`config.mk`:
```
export PLATFORM = sky130hd
export DESIGN_NAME = touch_swipe_gesture_detector_unit_flat
export DESIGN_NICKNAME = d
export VERILOG_FILES = /design/src/rtl/tsgd_pkg.sv /design/src/rtl/tsgd_if.sv /design/src/rtl/tsgd_csr.sv /design/src/rtl/tsgd_check.sv /design/src/rtl/touch_swipe_gesture_detector_unit.sv /design/src/flat_wrapper.sv
export SDC_FILE = /design/constraint.sdc
export NUM_CORES = 1
export LEC_CHECK = 0
export BUFFER_PORTS_ARGS = -buffer_cell sky130_fd_sc_hd__buf_4
export CORE_AREA = 2 2 138 140
export CTS_CLUSTER_DIAMETER = 200
export DETAILED_ROUTE_END_ITERATION = 10
export DIE_AREA = 0 0 140 142
export GPL_TIMING_DRIVEN = 0
export SKIP_CTS_REPAIR_TIMING = 1
export SYNTH_ARGS = -nofsm -noshare
export SYNTH_HDL_FRONTEND = slang
export SYNTH_SLANG_ARGS = --single-unit
```
`constraint.sdc`:
```
create_clock -name clock -period 8.85 [get_ports clock]
set_input_delay 0.885 -clock clock [delete_from_list [all_inputs] [get_ports clock]]
set_output_delay 0.885 -clock clock [all_outputs]
set_load 0.005 [all_outputs]
```
`src/rtl/tsgd_pkg.sv`:
```
// ----------------------------------------------------------------------------
// tsgd_pkg
// Shared types and constants of the touch swipe gesture detector.
// ----------------------------------------------------------------------------
package tsgd_pkg;

   localparam int COORD_BITS = 16;
   localparam int OPC_W      = 3;
   localparam int VAL_W      = 16;
   localparam int REG_W      = 16;
   localparam int IDX_W      = 3;
   localparam int CMP_W      = REG_W + 1;

   // event kinds
   localparam logic [OPC_W-1:0] OP_POS_X = 3'd0;
   localparam logic [OPC_W-1:0] OP_POS_Y = 3'd1;
   localparam logic [OPC_W-1:0] OP_SLOT  = 3'd2;
   localparam logic [OPC_W-1:0] OP_TRACK = 3'd3;

   // register indexes
   localparam logic [IDX_W-1:0] CSR_SLEEP_EN = 3'd0;
   localparam logic [IDX_W-1:0] CSR_WAKE_EN  = 3'd1;
   localparam logic [IDX_W-1:0] CSR_SCREEN   = 3'd2;
   localparam logic [IDX_W-1:0] CSR_Y_LIMIT  = 3'd3;
   localparam logic [IDX_W-1:0] CSR_EDGE_L   = 3'd4;
   localparam logic [IDX_W-1:0] CSR_EDGE_R   = 3'd5;
   localparam logic [IDX_W-1:0] CSR_GATE_RL  = 3'd6;
   localparam logic [IDX_W-1:0] CSR_GATE_LR  = 3'd7;

   localparam logic [REG_W-1:0] Y_LIMIT_RST = 16'd2400;
   localparam logic [REG_W-1:0] EDGE_L_RST  = 16'd250;
   localparam logic [REG_W-1:0] EDGE_R_RST  = 16'd1190;
   localparam logic [REG_W-1:0] GATE_RL_RST = 16'd700;
   localparam logic [REG_W-1:0] GATE_LR_RST = 16'd1040;

   // fixed inner boundaries
   localparam logic signed [CMP_W-1:0] INNER_RL = 17'sd400;
   localparam logic signed [CMP_W-1:0] INNER_LR = 17'sd380;

   localparam logic [1:0] BARRIER_ONE = 2'd1;
   localparam logic [1:0] BARRIER_TWO = 2'd2;

   typedef logic signed [COORD_BITS-1:0] coord_type;

   typedef struct packed {
      logic [1:0]       sleep_enable;
      logic             wake_enable;
      logic             screen_on;
      logic [REG_W-1:0] y_limit;
      logic [REG_W-1:0] edge_left;
      logic [REG_W-1:0] edge_right;
      logic [REG_W-1:0] gate_right_to_left;
      logic [REG_W-1:0] gate_left_to_right;
   } cfg_type;

   typedef struct packed {
      logic [1:0] rl_barriers;
      logic [1:0] lr_barriers;
      logic       trigger_armed;
   } progress_type;

   typedef struct packed {
      progress_type nxt;
      logic         pulse;
      logic         hold;
   } check_type;

   typedef struct packed {
      logic       power_toggle;
      logic       wake_hold;
      logic       hold_release;
      logic [1:0] rl_progress;
      logic [1:0] lr_progress;
   } rsp_type;

endpackage

```
`src/rtl/tsgd_if.sv`:
```
// ----------------------------------------------------------------------------
// tsgd_req_if / tsgd_rsp_if
// Valid/ready channels for touch events and detector results.
// ----------------------------------------------------------------------------
interface tsgd_req_if;
   import tsgd_pkg::*;

   logic                    valid;
   logic                    ready;
   logic [OPC_W-1:0]        opcode;
   logic signed [VAL_W-1:0] event_value;

   modport source (output valid, output opcode, output event_value, input ready);
   modport sink   (input valid, input opcode, input event_value, output ready);
endinterface

interface tsgd_rsp_if;
   logic       valid;
   logic       ready;
   logic       power_toggle;
   logic       wake_hold;
   logic       hold_release;
   logic [1:0] rl_progress;
   logic [1:0] lr_progress;

   modport source (output valid, output power_toggle, output wake_hold,
                   output hold_release, output rl_progress, output lr_progress,
                   input ready);
   modport sink   (input valid, input power_toggle, input wake_hold,
                   input hold_release, input rl_progress, input lr_progress,
                   output ready);
endinterface

```
`src/rtl/tsgd_csr.sv`:
```
// ----------------------------------------------------------------------------
// tsgd_csr
// Configuration registers, written through a plain index/data port.
// ----------------------------------------------------------------------------
module tsgd_csr (
   input  logic                    clock,
   input  logic                    reset,
   input  logic                    csr_we,
   input  logic [tsgd_pkg::IDX_W-1:0] csr_index,
   input  logic [tsgd_pkg::REG_W-1:0] csr_wdata,
   output tsgd_pkg::cfg_type       cfg
);
   import tsgd_pkg::*;

   cfg_type cfg_ff, cfg_in;

   always_comb begin
      cfg_in = cfg_ff;
      if (csr_we) begin
         case (csr_index)
            CSR_SLEEP_EN: cfg_in.sleep_enable       = csr_wdata[1:0];
            CSR_WAKE_EN:  cfg_in.wake_enable        = csr_wdata[0];
            CSR_SCREEN:   cfg_in.screen_on          = csr_wdata[0];
            CSR_Y_LIMIT:  cfg_in.y_limit            = csr_wdata;
            CSR_EDGE_L:   cfg_in.edge_left          = csr_wdata;
            CSR_EDGE_R:   cfg_in.edge_right         = csr_wdata;
            CSR_GATE_RL:  cfg_in.gate_right_to_left = csr_wdata;
            CSR_GATE_LR:  cfg_in.gate_left_to_right = csr_wdata;
            default:      cfg_in = cfg_ff;
         endcase
      end
   end

   always_ff @(posedge clock) begin
      if (reset) begin
         cfg_ff.sleep_enable       <= 2'd0;
         cfg_ff.wake_enable        <= 1'b0;
         cfg_ff.screen_on          <= 1'b0;
         cfg_ff.y_limit            <= Y_LIMIT_RST;
         cfg_ff.edge_left          <= EDGE_L_RST;
         cfg_ff.edge_right         <= EDGE_R_RST;
         cfg_ff.gate_right_to_left <= GATE_RL_RST;
         cfg_ff.gate_left_to_right <= GATE_LR_RST;
      end else begin
         cfg_ff <= cfg_in;
      end
   end

   assign cfg = cfg_ff;

endmodule

```
`src/rtl/tsgd_check.sv`:
```
// ----------------------------------------------------------------------------
// tsgd_check
// Window checks of one latched point against both swipe barrier chains.
// ----------------------------------------------------------------------------
module tsgd_check (
   input  tsgd_pkg::cfg_type      cfg,
   input  tsgd_pkg::coord_type    x,
   input  tsgd_pkg::coord_type    y,
   input  tsgd_pkg::progress_type cur,
   output tsgd_pkg::check_type    res
);
   import tsgd_pkg::*;

   logic signed [CMP_W-1:0] xc, yc, b0, b2, b4, b5, yl;
   logic low, rl_s1, rl_s2, lr_s1, lr_s2, fire_rl, fire_lr;

   assign xc = CMP_W'(x);
   assign yc = CMP_W'(y);
   assign b0 = signed'({1'b0, cfg.edge_left});
   assign b5 = signed'({1'b0, cfg.edge_right});
   assign b2 = signed'({1'b0, cfg.gate_right_to_left});
   assign b4 = signed'({1'b0, cfg.gate_left_to_right});
   assign yl = signed'({1'b0, cfg.y_limit});
   assign low = yc > yl;

   assign rl_s1 = (cur.rl_barriers != 2'd0) || (xc < b5 && xc > b2 && low);
   assign rl_s2 = rl_s1 && ((cur.rl_barriers[1]) || (xc < b2 && xc > INNER_RL && low));
   assign fire_rl = rl_s2 && xc < INNER_RL && low && xc < b0 && cur.trigger_armed;

   assign lr_s1 = (cur.lr_barriers != 2'd0) || (xc > b0 && xc < INNER_LR && low);
   assign lr_s2 = lr_s1 && ((cur.lr_barriers[1]) || (xc > INNER_LR && xc < b4 && low));
   assign fire_lr = lr_s2 && xc > b4 && low && xc > b5 && cur.trigger_armed && !fire_rl;

   always_comb begin
      res.nxt = cur;
      if (rl_s1 && cur.rl_barriers == 2'd0) res.nxt.rl_barriers = BARRIER_ONE;
      if (rl_s2) res.nxt.rl_barriers = BARRIER_TWO;
      if (lr_s1 && cur.lr_barriers == 2'd0) res.nxt.lr_barriers = BARRIER_ONE;
      if (lr_s2) res.nxt.lr_barriers = BARRIER_TWO;
      if (fire_rl || fire_lr) res.nxt.trigger_armed = 1'b0;
      res.pulse = fire_rl || fire_lr;
      res.hold  = rl_s1 || lr_s1;
   end

endmodule

```
`src/rtl/touch_swipe_gesture_detector_unit.sv`:
```
// ----------------------------------------------------------------------------
// touch_swipe_gesture_detector_unit
// Bottom-band horizontal swipe detector over a stream of multitouch events.
// ----------------------------------------------------------------------------
// Usage:
//   req_ch carries one multitouch event per beat (opcode, event_value).
//   rsp_ch returns exactly one result beat per event: power_toggle,
//   wake_hold, hold_release and both progress counts after the event.
//   csr_* writes a configuration register at any edge with csr_we high;
//   write only while no event is in flight.
// Timing:
//   An accepted event lands in an input register; once the result register
//   is free or being drained, an edge updates the gesture state and loads
//   the result register, and response valid rises with it. One event per
//   cycle is sustained while rsp_ch is ready; the state update is a single
//   compare-and-flag pass.
// Reset:
//   Synchronous, active high. Configuration registers return to their defaults, the
//   trigger is armed, progress and latched coordinates are cleared.
// Stalls:
//   While rsp_ch is stalled the result register holds; the input register
//   keeps one further event, after which req_ch.ready drops.
// ----------------------------------------------------------------------------
module touch_swipe_gesture_detector_unit (
   input  logic                          clock,
   input  logic                          reset,
   tsgd_req_if.sink                      req_ch,
   tsgd_rsp_if.source                    rsp_ch,
   input  logic                          csr_we,
   input  logic [tsgd_pkg::IDX_W-1:0]    csr_index,
   input  logic [tsgd_pkg::REG_W-1:0]    csr_wdata
);
   import tsgd_pkg::*;

   cfg_type      cfg;
   check_type    chk;

   logic                    in_valid_ff, in_valid_in;
   logic [OPC_W-1:0]        in_op_ff;
   logic signed [VAL_W-1:0] in_val_ff;
   logic                    rsp_valid_ff, rsp_valid_in;
   rsp_type                 rsp_ff, rsp_in;

   coord_type    x_ff, x_in, y_ff, y_in;
   logic         x_seen_ff, x_seen_in, y_seen_ff, y_seen_in;
   progress_type prog_ff, prog_in;

   logic advance, take, any_en, sel_en, release_ev, both_seen;

   tsgd_csr u_csr (
      .clock     (clock),
      .reset     (reset),
      .csr_we    (csr_we),
      .csr_index (csr_index),
      .csr_wdata (csr_wdata),
      .cfg       (cfg)
   );

   tsgd_check u_check (
      .cfg (cfg),
      .x   (x_in),
      .y   (y_in),
      .cur (prog_ff),
      .res (chk)
   );

   assign advance      = !rsp_valid_ff || rsp_ch.ready;
   assign take         = in_valid_ff && advance;
   assign req_ch.ready = !in_valid_ff || advance;

   assign any_en     = (cfg.sleep_enable != 2'd0) || cfg.wake_enable;
   assign sel_en     = cfg.screen_on ? (cfg.sleep_enable != 2'd0) : cfg.wake_enable;
   assign release_ev = (in_op_ff == OP_SLOT && in_val_ff > 16'sd0) ||
                       (in_op_ff == OP_TRACK && in_val_ff == -16'sd1);

   always_comb begin
      x_in      = x_ff;
      y_in      = y_ff;
      x_seen_in = x_seen_ff;
      y_seen_in = y_seen_ff;
      prog_in   = prog_ff;
      rsp_in    = rsp_ff;
      both_seen = 1'b0;
      if (in_op_ff == OP_POS_X) x_in = in_val_ff[COORD_BITS-1:0];
      if (in_op_ff == OP_POS_Y) y_in = in_val_ff[COORD_BITS-1:0];
      if (take) begin
         rsp_in.power_toggle = 1'b0;
         rsp_in.wake_hold    = 1'b0;
         rsp_in.hold_release = 1'b0;
         if (!any_en) begin
            x_in = x_ff;
            y_in = y_ff;
         end else if (release_ev) begin
            x_in                  = x_ff;
            y_in                  = y_ff;
            prog_in.rl_barriers   = 2'd0;
            prog_in.lr_barriers   = 2'd0;
            prog_in.trigger_armed = 1'b1;
            rsp_in.hold_release   = 1'b1;
         end else begin
            x_seen_in = x_seen_ff || (in_op_ff == OP_POS_X);
            y_seen_in = y_seen_ff || (in_op_ff == OP_POS_Y);
            both_seen = x_seen_in && y_seen_in;
            if (both_seen) begin
               x_seen_in = 1'b0;
               y_seen_in = 1'b0;
               if (sel_en) begin
                  prog_in             = chk.nxt;
                  rsp_in.power_toggle = chk.pulse;
                  rsp_in.wake_hold    = chk.hold;
               end
            end
         end
         rsp_in.rl_progress = prog_in.rl_barriers;
         rsp_in.lr_progress = prog_in.lr_barriers;
      end else begin
         x_in = x_ff;
         y_in = y_ff;
      end
   end

   assign in_valid_in  = req_ch.ready ? req_ch.valid : in_valid_ff;
   assign rsp_valid_in = take || (rsp_valid_ff && !rsp_ch.ready);

   always_ff @(posedge clock) begin
      if (reset) begin
         in_valid_ff   <= 1'b0;
         rsp_valid_ff  <= 1'b0;
         x_ff          <= '0;
         y_ff          <= '0;
         x_seen_ff     <= 1'b0;
         y_seen_ff     <= 1'b0;
         prog_ff.rl_barriers   <= 2'd0;
         prog_ff.lr_barriers   <= 2'd0;
         prog_ff.trigger_armed <= 1'b1;
      end else begin
         in_valid_ff  <= in_valid_in;
         rsp_valid_ff <= rsp_valid_in;
         x_ff         <= x_in;
         y_ff         <= y_in;
         x_seen_ff    <= x_seen_in;
         y_seen_ff    <= y_seen_in;
         prog_ff      <= prog_in;
      end
   end

   always_ff @(posedge clock) begin
      if (req_ch.ready && req_ch.valid) begin
         in_op_ff  <= req_ch.opcode;
         in_val_ff <= req_ch.event_value;
      end
      rsp_ff <= rsp_in;
   end

   assign rsp_ch.valid        = rsp_valid_ff;
   assign rsp_ch.power_toggle = rsp_ff.power_toggle;
   assign rsp_ch.wake_hold    = rsp_ff.wake_hold;
   assign rsp_ch.hold_release = rsp_ff.hold_release;
   assign rsp_ch.rl_progress  = rsp_ff.rl_progress;
   assign rsp_ch.lr_progress  = rsp_ff.lr_progress;

   // a completed swipe needs a full barrier chain
   a_pulse_progress: assert property (@(posedge clock) disable iff (reset)
      rsp_valid_ff && rsp_ff.power_toggle |->
         rsp_ff.rl_progress == BARRIER_TWO || rsp_ff.lr_progress == BARRIER_TWO)
      else $error("power_toggle without full barrier chain");

   // a release clears progress and carries no gesture flags
   a_release_clear: assert property (@(posedge clock) disable iff (reset)
      rsp_valid_ff && rsp_ff.hold_release |->
         rsp_ff.rl_progress == 2'd0 && rsp_ff.lr_progress == 2'd0 &&
         !rsp_ff.power_toggle && !rsp_ff.wake_hold)
      else $error("release beat with progress or flags");

   // a pulse disarms the trigger
   a_disarm: assert property (@(posedge clock) disable iff (reset)
      take && rsp_in.power_toggle |=> !prog_ff.trigger_armed)
      else $error("trigger still armed after pulse");

   // progress never exceeds two barriers
   a_progress_range: assert property (@(posedge clock) disable iff (reset)
      prog_ff.rl_barriers != 2'd3 && prog_ff.lr_barriers != 2'd3)
      else $error("barrier count out of range");

   // a stalled result is not overwritten
   a_rsp_hold: assert property (@(posedge clock) disable iff (reset)
      rsp_valid_ff && !rsp_ch.ready |=> rsp_valid_ff && $stable(rsp_ff))
      else $error("stalled result changed");

endmodule
```
`src/flat_wrapper.sv`:
```
// flat-port wrapper written by rule: the top's interface ports become plain ports
module touch_swipe_gesture_detector_unit_flat import tsgd_pkg::*;
  (clock, reset, csr_we, csr_index, csr_wdata, req_ch_valid, req_ch_opcode, req_ch_event_value, req_ch_ready, rsp_ch_valid, rsp_ch_power_toggle, rsp_ch_wake_hold, rsp_ch_hold_release, rsp_ch_rl_progress, rsp_ch_lr_progress, rsp_ch_ready);
  tsgd_req_if req_ch_i ();
  tsgd_rsp_if rsp_ch_i ();
  input  logic clock;
  input  logic reset;
  input  logic csr_we;
  input  logic [tsgd_pkg::IDX_W-1:0] csr_index;
  input  logic [tsgd_pkg::REG_W-1:0] csr_wdata;
  input wire logic [$bits(req_ch_i.valid)-1:0] req_ch_valid;
  input wire logic [$bits(req_ch_i.opcode)-1:0] req_ch_opcode;
  input wire logic [$bits(req_ch_i.event_value)-1:0] req_ch_event_value;
  output wire logic [$bits(req_ch_i.ready)-1:0] req_ch_ready;
  output wire logic [$bits(rsp_ch_i.valid)-1:0] rsp_ch_valid;
  output wire logic [$bits(rsp_ch_i.power_toggle)-1:0] rsp_ch_power_toggle;
  output wire logic [$bits(rsp_ch_i.wake_hold)-1:0] rsp_ch_wake_hold;
  output wire logic [$bits(rsp_ch_i.hold_release)-1:0] rsp_ch_hold_release;
  output wire logic [$bits(rsp_ch_i.rl_progress)-1:0] rsp_ch_rl_progress;
  output wire logic [$bits(rsp_ch_i.lr_progress)-1:0] rsp_ch_lr_progress;
  input wire logic [$bits(rsp_ch_i.ready)-1:0] rsp_ch_ready;
  assign req_ch_i.valid = req_ch_valid;
  assign req_ch_i.opcode = req_ch_opcode;
  assign req_ch_i.event_value = req_ch_event_value;
  assign req_ch_ready = req_ch_i.ready;
  assign rsp_ch_valid = rsp_ch_i.valid;
  assign rsp_ch_power_toggle = rsp_ch_i.power_toggle;
  assign rsp_ch_wake_hold = rsp_ch_i.wake_hold;
  assign rsp_ch_hold_release = rsp_ch_i.hold_release;
  assign rsp_ch_rl_progress = rsp_ch_i.rl_progress;
  assign rsp_ch_lr_progress = rsp_ch_i.lr_progress;
  assign rsp_ch_i.ready = rsp_ch_ready;
  touch_swipe_gesture_detector_unit u_core (.clock(clock), .reset(reset), .req_ch(req_ch_i), .rsp_ch(rsp_ch_i), .csr_we(csr_we), .csr_index(csr_index), .csr_wdata(csr_wdata));
endmodule
```
==> flow_metrics.env <==
export IMPL_drt_iter0_drc=417
export IMPL_synth_top_cells_by_area="dfxtp_1, ha_1, edfxtp_1"
export IMPL_cap_violations=0
export IMPL_worst_pin_slew_ns=0.950
export IMPL_timing_final_ws_setup_ns=3.88
export IMPL_syn_avg_cell_area_um2=8.80
export IMPL_die_area_mm2=0.0199
export IMPL_clockBufferDepth=2
export IMPL_cts_tree="yes"
export IMPL_powerDensity_mw_per_mm2=175
export IMPL_io_pins=52
export IMPL_critPathLaunchType="register"
export IMPL_fmax_mhz=201
export IMPL_vias_per_cell=5.46
export IMPL_drc=4
export IMPL_final_nets=1118
export IMPL_die_height_um=142
export IMPL_grt_pass1_vias=6393
export IMPL_setup_tns_ns=0
export IMPL_fill_cells=1773
export IMPL_power_leakage_uw=0.00399
export IMPL_grt_total_usage_pct=23.5
export IMPL_syn_inst=922
export IMPL_hold_viol=0
export IMPL_synth_top_area_cell="dfxtp_1"
export IMPL_critPathMaxFanout=10
export IMPL_vdd_ir_drop_max_v=0.000118
export IMPL_antenna_found_initial=0
export IMPL_yosysSeqAreaShare_pct=40.5
export IMPL_synth_cell_type_count=65
export IMPL_rsz0062_at_grt="false"
export IMPL_hold_class="reg2reg"
export IMPL_start_util_pct=44.0
export IMPL_port_buffers=49
export IMPL_failed_checks="design-rule violations"
export IMPL_grt_max_degree=20
export IMPL_synthesis_area_mm2=0.00812
export IMPL_pre_cts_ws_ns=3.55
export IMPL_fp_dieW_um=140
export IMPL_fin_crit_sh_pct=56.1
export IMPL_clk_latency_ns=0.43
export IMPL_dpl_hpwl_um=17000
export IMPL_crit_required_ns=9.10
export IMPL_numCtsBuffers=17
export IMPL_worst_endpoint_arrival_ns=5.22
export IMPL_critical_path_class="reg2reg"
export IMPL_worst_clock_skew_ns=0.00802
export IMPL_synth_top_area_share_pct=30.8
export IMPL_synth_main_ff_cell="dfxtp_1"
export IMPL_antenna_left=0
export IMPL_place_congestion=0.862
export IMPL_vias=6756
export IMPL_grt_pass1_wl_um=35500
export IMPL_core_area_mm2=0.0185
export IMPL_wire_per_inst_um=18.1
export IMPL_rows=50
export IMPL_syn_num_nets=1050
export IMPL_instances_no_fill=1237
export IMPL_htree_num_levels=4
export IMPL_dp_cells=1205
export IMPL_maxSlewViolCount=0
export IMPL_totalWireLength_um=22400
export IMPL_syn_to_final_growth_pct=16.4
export IMPL_n_antenna_cell=0
export IMPL_root_buffer="clkbuf_16"
export IMPL_cp_end_kind="register"
export IMPL_async_flop_share_pct=0
export IMPL_synth_edf_count=26
export IMPL_first_pass_iters=10
export IMPL_min_period_ns=4.97
export IMPL_clk_transition_reported_paths_ns=0.06
export IMPL_synth_warnings=0
export IMPL_fin_util_pct=51.2
export IMPL_drive_gt1_share_pct=13.2
export IMPL_cts_sinks=151
export IMPL_setup_viol=0
export IMPL_status="complete, but fails checks"
export IMPL_synth_seq_cells=151
export IMPL_gr_total_overflow=0
export IMPL_slew_limit_headroom_pct=36.6
## power breakdown
group / internal (uW) / total (uW) / switching [uW]
clock: 523 / 817 / 294
combinational: 38.6 / 105 / 66.0
sequential: 716 / 730 / 14.1
total: 1280 / 1650 / 375
## cells in the mapped netlist (3+ instances only)
cell type	instances
nand2_1	148
dfxtp_1	125
a21oi_1	88
ha_1	85
inv_1	85
nor2_1	64
nor2b_1	33
mux2_2	30
clkbuf_1	28
edfxtp_1	26
a211o_1	24
o21ai_0	20
nand3_1	15
nand4_1	14
nor3_1	11
nor4_1	11
a211oi_1	7
a21o_1	7
mux2i_1	7
nand2b_1	6
and4_1	5
or2_2	5
nand3b_1	4
o211a_1	4
o211ai_1	4
o31ai_1	4
or3_1	4
a31o_2	3
and2_1	3
and3_1	3
o41a_1	3
or4_1	3
## cell usage in the layout, fill, tap and decap left out, types with 11 or more instances in the layout
master,count
mux2_2,30
nand4_1,14
clkbuf_1,30
nand3_1,15
nor2b_1,33
a211o_1,24
a21oi_1,88
dfxtp_1,125
o21ai_0,20
clkbuf_16,19
nor4_1,11
inv_1,85
buf_4,49
ha_1,85
nor2_1,64
nand2_1,148
edfxtp_1,26
nor3_1,11
## flip-flops by register name (all words and copies together), names as in the netlist
signal,count
u_core.u_csr.cfg,84
u_core.in_val_ff,16
u_core.x_ff,16
u_core.y_ff,16
u_core.prog_ff,5
u_core.in_op_ff,3
u_core.rsp_ch.lr_progress,2
u_core.rsp_ch.rl_progress,2
u_core.in_valid_ff,1
u_core.rsp_ch.hold_release,1
u_core.rsp_ch.power_toggle,1
u_core.rsp_ch.valid,1
u_core.rsp_ch.wake_hold,1
u_core.x_seen_ff,1
u_core.y_seen_ff,1
## worst max-delay path, stage by stage, from the launching register on
cell      delay [ns]
dfxtp_1         0.32
or3_1           0.35
buf_2           0.16
nand4_2         0.16
clkbuf_4        0.29
buf_1           0.51
mux2_2          0.48
ha_1            0.32
nand4_1         0.15
or3_1           0.42
a211oi_1        0.25
a211oi_1        0.13
or4_1           0.59
o41a_1          0.37
o31ai_1         0.27
## cell families after synthesis
group | synth area share (%)
and+or+nand+nor | 21.1
AOI/OAI and AO/OA | 14.8
DFF | 40.5
buffers and inverters | 5.53
adders and majority gates | 13.1
muxes | 5.03
## per-layer routing
metal  global-route usage [%]  vias to the layer above  part of all wire (%)
met3                     4.17                       37                   5.2
li1                         -                     3354                     -
met5                        0                        -                     0
met1                     31.8                     3191                    47
met4                     8.72                        0                   2.5
met2                     37.8                      174                    45
## area by class of cell
| type | instances | area (um2) | area share, % |
|---|---|---|---|
| multi-input combinational | 653 | 4380 | 46.4 |
| sequential | 151 | 3280 | 34.8 |
| inverter | 85 | 319 | 3.38 |
| clock inverter | 9 | 161 | 1.71 |
| clock buffer | 23 | 510 | 5.40 |
| timing repair buffer | 49 | 368 | 3.89 |
| buffer | 33 | 130 | 1.38 |
| tap | 234 | 293 | 3.10 |
## stage by stage
step | hold WS, ns | total power, uW | area [um2]
floorplan | 0.436 | 796 | 8120
global placement | 0.443 | 848 | 8780
detailed placement | 0.448 | 849 | 8780
CTS | 0.456 | 1660 | 9450
global route | 0.471 | 1700 | 9450
finish | 0.454 | 1650 | 9450
## path summary, 6_finish.rpt
path	startpoint	to	slack (ns)	depth (start not counted)
hold / removal	u_core.u_csr.cfg[43]$_SDFFE_PP0P_	u_core.u_csr.cfg[43]$_SDFFE_PP0P_	0.45	2
setup reg to reg	u_core.u_csr.cfg[81]$_SDFFE_PP0P_	u_core.rsp_ch.lr_progress[0]$_DFFE_PP_	3.88	14
hold reg to reg	u_core.u_csr.cfg[43]$_SDFFE_PP0P_	u_core.u_csr.cfg[43]$_SDFFE_PP0P_	0.45	2
setup / recovery	u_core.u_csr.cfg[81]$_SDFFE_PP0P_	u_core.rsp_ch.lr_progress[0]$_DFFE_PP_	3.88	14
Power figures use the tool's default switching activity.
